--- config.mk ---
export PLATFORM = sky130hd
export DESIGN_NAME = bpp_hist
export DESIGN_NICKNAME = d
export VERILOG_FILES = /design/src/bpp_pkg.sv /design/src/bpp_hist.sv
export SDC_FILE = /design/constraint.sdc
export NUM_CORES = 2
export LEC_CHECK = 0
export BUFFER_PORTS_ARGS = -buffer_cell sky130_fd_sc_hd__clkbuf_2
export CORE_UTILIZATION = 45
export CTS_CLUSTER_DIAMETER = 30
export CTS_CLUSTER_SIZE = 28
export DETAILED_ROUTE_END_ITERATION = 7
export PLACE_DENSITY_LB_ADDON = 0.15
export SLEW_MARGIN = 20
export SYNTH_ARGS = -nofsm -noshare
export SYNTH_HDL_FRONTEND = slang
export SYNTH_SLANG_ARGS = --single-unit
--- constraint.sdc ---
create_clock -name clock -period 5.9 [get_ports clock]
set_input_delay 0.885 -clock clock [delete_from_list [all_inputs] [get_ports clock]]
set_output_delay 0.885 -clock clock [all_outputs]
set_load 0.02 [all_outputs]
--- src/bpp_pkg.sv ---
// ----------------------------------------------------------------------------
// Barberpole phaser package
// Sizes, widths, register indexes and the history write bundle shared by the
// phaser top level and its history store.
// ----------------------------------------------------------------------------
package bpp_pkg;

   localparam int PATHS      = 4;
   localparam int MAX_STAGES = 12;

   localparam int HIST_DEPTH = PATHS * MAX_STAGES;
   localparam int ADDR_W     = $clog2(HIST_DEPTH);
   localparam int PATH_W     = (PATHS > 1) ? $clog2(PATHS) : 1;
   localparam int STG_W      = $clog2(MAX_STAGES + 1);

   localparam int SAMPLE_W = 24;
   localparam int STATE_W  = 32;

   localparam int MUL_A_W = 34;
   localparam int MUL_B_W = 19;
   localparam int PROD_W  = MUL_A_W + MUL_B_W;
   localparam int ACC_W   = PROD_W + $clog2(PATHS) + 1;

   localparam logic [15:0] ONE_Q15 = 16'd32768;
   localparam logic [31:0] PHASE_STEP = 32'(64'h1_0000_0000 / PATHS);

   typedef enum logic [2:0] {
      CSR_BYPASS     = 3'd0,
      CSR_PHASE_INC  = 3'd1,
      CSR_SWEEP_TOP  = 3'd2,
      CSR_SWEEP_BTM  = 3'd3,
      CSR_FEEDBACK   = 3'd4,
      CSR_WET_MIX    = 3'd5,
      CSR_STAGES     = 3'd6
   } csr_index_type;

   typedef struct packed {
      logic                      en;
      logic [ADDR_W-1:0]         addr;
      logic signed [STATE_W-1:0] in_val;
      logic signed [STATE_W-1:0] out_val;
   } bpp_hist_wr_type;

endpackage

--- src/bpp_hist.sv ---
// ----------------------------------------------------------------------------
// Allpass history store
// Input and output history of every allpass stage of every path, one write
// and one registered read per cycle, with per-entry valid bits so that an
// entry never written since reset reads as zero.
// ----------------------------------------------------------------------------
module bpp_hist
   import bpp_pkg::*;
(
   input  logic                      clock,
   input  logic                      reset,
   input  logic                      rd_en,
   input  logic [ADDR_W-1:0]         rd_addr,
   input  bpp_hist_wr_type           wr,
   output logic signed [STATE_W-1:0] rd_in_hist,
   output logic signed [STATE_W-1:0] rd_out_hist
);

   logic signed [STATE_W-1:0] in_mem  [HIST_DEPTH];
   logic signed [STATE_W-1:0] out_mem [HIST_DEPTH];
   logic [HIST_DEPTH-1:0]     valid_ff;
   logic signed [STATE_W-1:0] rd_in_ff;
   logic signed [STATE_W-1:0] rd_out_ff;
   logic                      rd_valid_ff;

   always_ff @(posedge clock) begin
      if (wr.en) begin
         in_mem[wr.addr]  <= wr.in_val;
         out_mem[wr.addr] <= wr.out_val;
      end
      if (rd_en) begin
         rd_in_ff  <= in_mem[rd_addr];
         rd_out_ff <= out_mem[rd_addr];
      end
   end

   always_ff @(posedge clock) begin
      if (reset) begin
         valid_ff    <= '0;
         rd_valid_ff <= 1'b0;
      end else begin
         if (wr.en) begin
            valid_ff[wr.addr] <= 1'b1;
         end
         if (rd_en) begin
            rd_valid_ff <= valid_ff[rd_addr];
         end
      end
   end

   assign rd_in_hist  = rd_valid_ff ? rd_in_ff  : '0;
   assign rd_out_hist = rd_valid_ff ? rd_out_ff : '0;

endmodule

==> summary.md <==
| Metric | Value |
|---|---|
| Status | finished clean |
| Seq/Total Area, Yosys | 78.8% |
| Critical path cell sequence | buf_4, and2_1, clkbuf_2 |
| Num CTS Buffers | roughly 580 |
| First-pass GRT wire length | 470 mm |
| Vias | 60.1k |
| Max Cap Viol | 0 |
| WL final | 337 mm |
| Post-synth ARST share | 0% |
| Root Driver | clkbuf_16 |
| Die X | 520 µm |
| Fin crit share | 62.9% |
| IO Port Bufs | 143 |
| Library cells used by synthesis | 44 |
| Crit path required time | 5.02 ns |
| Initial antenna violation count | 29 |
| Minimum clock period | 3.71 ns |
| Predominant post-synthesis flop cell | edfxtp_1 |
| Peak supply drop | 0.000248 V |
| Cts repair resizes | 0 |
| RSZ-0062 raised after global routing | false |
| Die footprint | 0.271 mm² |
| Final Hold Viols | 0 |
| DR WL/cell | 34.1 µm |
| CP Class | reg -> out |
| Worst min path class | reg -> reg |
| GPL Wtd Cong | 0.770 |
| Rel. slew slack | 17.1% |
| Routed vias/inst | 6.08 |
| Post-Syn Instances | between 5k and 6k |
| 1st-iter DRT viols | roughly 6.6k |
| Crit. End Element | primary output |
| CP arrival | between 2 and 3 ns |
| # clock sinks | around 3.2k |
| GR Util All Layers | 24.9% |
| Max Slew Vio Count | 0 |
| Number of synthesized flops with an enable pin | 3136 |
| Worst-path clk slew | 0.05 ns |
| DR pass1 iterations | 6 |
| Maximum clock rate | 270 MHz |
| Longest Clk Path Bufs | 4 |
| Hold Worst Slack | 0.460 ns |
| Clock Skews | approximately 0.047 ns |
| Core area | 0.266 mm² |
| CP max stage delay | 0.76 ns |
| CP max FO | 37 |
| Net Count, Synth | 5336 |
| Effective utilization at floorplan | 45.4% |
| CTS tree | yes |
| Synthesis Warnings | 0 |
| Startpoint Class | flip-flop |
| Actual slew at the worst max-slew pin | between 1 and 1.5 ns |
| CTS HTree Levels | 6 |
| DRC viols | 0 |
| #FFs+latches synth | 3185 |
| Worst-Skew Late Latency | approximately 0.95 ns |
| CTS Hold Bufs | 0 |
| Total grt overflow | 0 |
| FP Rows | 189 |
| Setup_tns | 0 ns |
| Syn_area_per_cell | 23.0 µm² |
| Detailed Place HPWL | 176 mm |
| Cell area after synthesis | 0.121 mm² |
| Fin nets | 5963 |
| Largest net degree at the start of global routing | 102 |
| CP max stage cell | buf_4 |
| Share of layout cells above drive strength 1 | 31.7% |
| Top Ports | 144 |
| Final setup violation count | 0 |
| Area growth from synthesis to layout | 21.1% |
| Post-CTS Setup Inserts | 0 |
| Leakage | 47.7 nW |
| Die Y | 520 µm |
| PD cells | approximately 410 mW/mm² |
| Routed Antenna Nets | 0 |
| Vias in the first global route | between 60k and 70k |
==> cells in the final DEF, fill, tap and decap left out, types with 32 or more instances in the layout <==
master      count
a211o_1        32
a21oi_1        36
and2_1         64
buf_12         47
buf_4         145
bufinv_16      70
clkbuf_1       85
clkbuf_16     595
clkbuf_2      137
clkinv_1      102
clkinv_2       80
clkinvlp_4     38
dfxtp_1        48
edfxtp_1     3136
mux2i_1       280
mux4_2        744
nand2_1        65
nor2_1        110
nor2_4         48
o221ai_1      108
o22ai_1       112
==> routing by layer <==
metal,GRT usage [%],share of wire [%],routed length (µm),vias up
met5,0,0.031,103,-
met4,7.89,2.8,9380,16
met3,5.28,8.2,27500,545
met2,39.9,48,163000,2786
met1,34.4,41,137000,32725
li1,-,-,-,23988
==> Yosys cell counts, drive strengths merged, types with 2 or more instances <==
cell type | instances | area [µm²]
a2111oi | 3 | 26.3
o31ai | 5 | 37.5
nor2b | 11 | 68.8
nor2 | 158 | 593
o221ai | 108 | 946
o22ai | 112 | 701
mux4 | 744 | 16800
dfxtp | 49 | 981
nand3b | 3 | 22.5
or2 | 4 | 25.0
a31oi | 7 | 43.8
and2 | 64 | 400
o21ai | 20 | 100
o41ai | 14 | 123
mux2i | 280 | 2800
nand2 | 68 | 255
edfxtp | 3136 | 94200
a21oi | 36 | 180
nand2b | 7 | 43.8
mux2 | 17 | 191
or3 | 14 | 87.6
a211oi | 4 | 30.0
nor3 | 11 | 55.1
a22o | 3 | 26.3
buf | 178 | 1070
o22a | 14 | 123
a22oi | 6 | 45.0
inv | 2 | 7.50
nand3 | 25 | 125
clkbuf | 112 | 420
a211o | 32 | 280
==> stage by stage <==
step	power, W	instance area [µm²]	cells	util [%]	setup slack [ns]
6_report	0.0599	146000	9885	55.0	2.19
3_3_place_gp	0.0277	127000	8831	47.7	1.48
3_5_place_dp	0.0278	127000	8832	47.7	1.78
5_1_grt	0.0615	146000	9877	55.0	2.15
4_1_cts	0.0603	146000	9874	55.0	2.12
2_1_floorplan	0.0268	121000	5256	-	1.18
==> final timing paths <==
kind,start,end,slack (ns),depth (start not counted)
hold / removal,valid_ff[42],valid_ff[42],0.46,2
setup reg to reg,in_mem[13][16],rd_in_ff[16],3.77,4
hold reg to reg,valid_ff[42],valid_ff[42],0.46,2
setup / recovery,rd_valid_ff,rd_in_hist[10],2.19,3
==> state kept, by name (all words and copies together) (netlist names) <==
signal       count
valid_ff        48
rd_valid_ff      1
rd_out_ff       32
out_mem       1536
rd_in_ff        32
in_mem        1536
==> cells by family (layout without fill, tap and decap cells) <==
kind of cell	count (synthesis)	in the layout	share of synthesized area, %
multiplexers	1041	1041	16.3
AO/OA/AOI/OAI	369	369	2.24
other	0	11	0
AND/OR/NAND/NOR	369	369	1.41
flip-flops	3185	3185	78.8
buffers and inverters	292	1377	1.24
==> where the power goes <==
group | leakage (nW) | internal (W) | total [W] | switching, W
registers | 28.7 | 0.0251 | 0.0252 | 0.0000994
logic | 9.70 | 0.000788 | 0.00210 | 0.00131
clock network | 9.33 | 0.0215 | 0.0326 | 0.0110
total | 47.7 | 0.0475 | 0.0599 | 0.0125
==> critical path: cells and delay by family (launching register included) <==
kind | cells | cell delay [ns]
simple gates | 1 | 0.31
flops | 1 | 0.60
buf+inv | 2 | 0.96
==> area by class of cell <==
type | instances | area, µm²
antenna | 11 | 27.5
multi-input combinational | 1779 | 24600
timing repair buffer | 333 | 2770
fill | 19804 | 120000
clock inverter | 359 | 4090
clock buffer | 683 | 15200
inverter | 2 | 15.0
sequential | 3185 | 95200
tap | 3533 | 4420
Power figures use the tool's default switching activity.
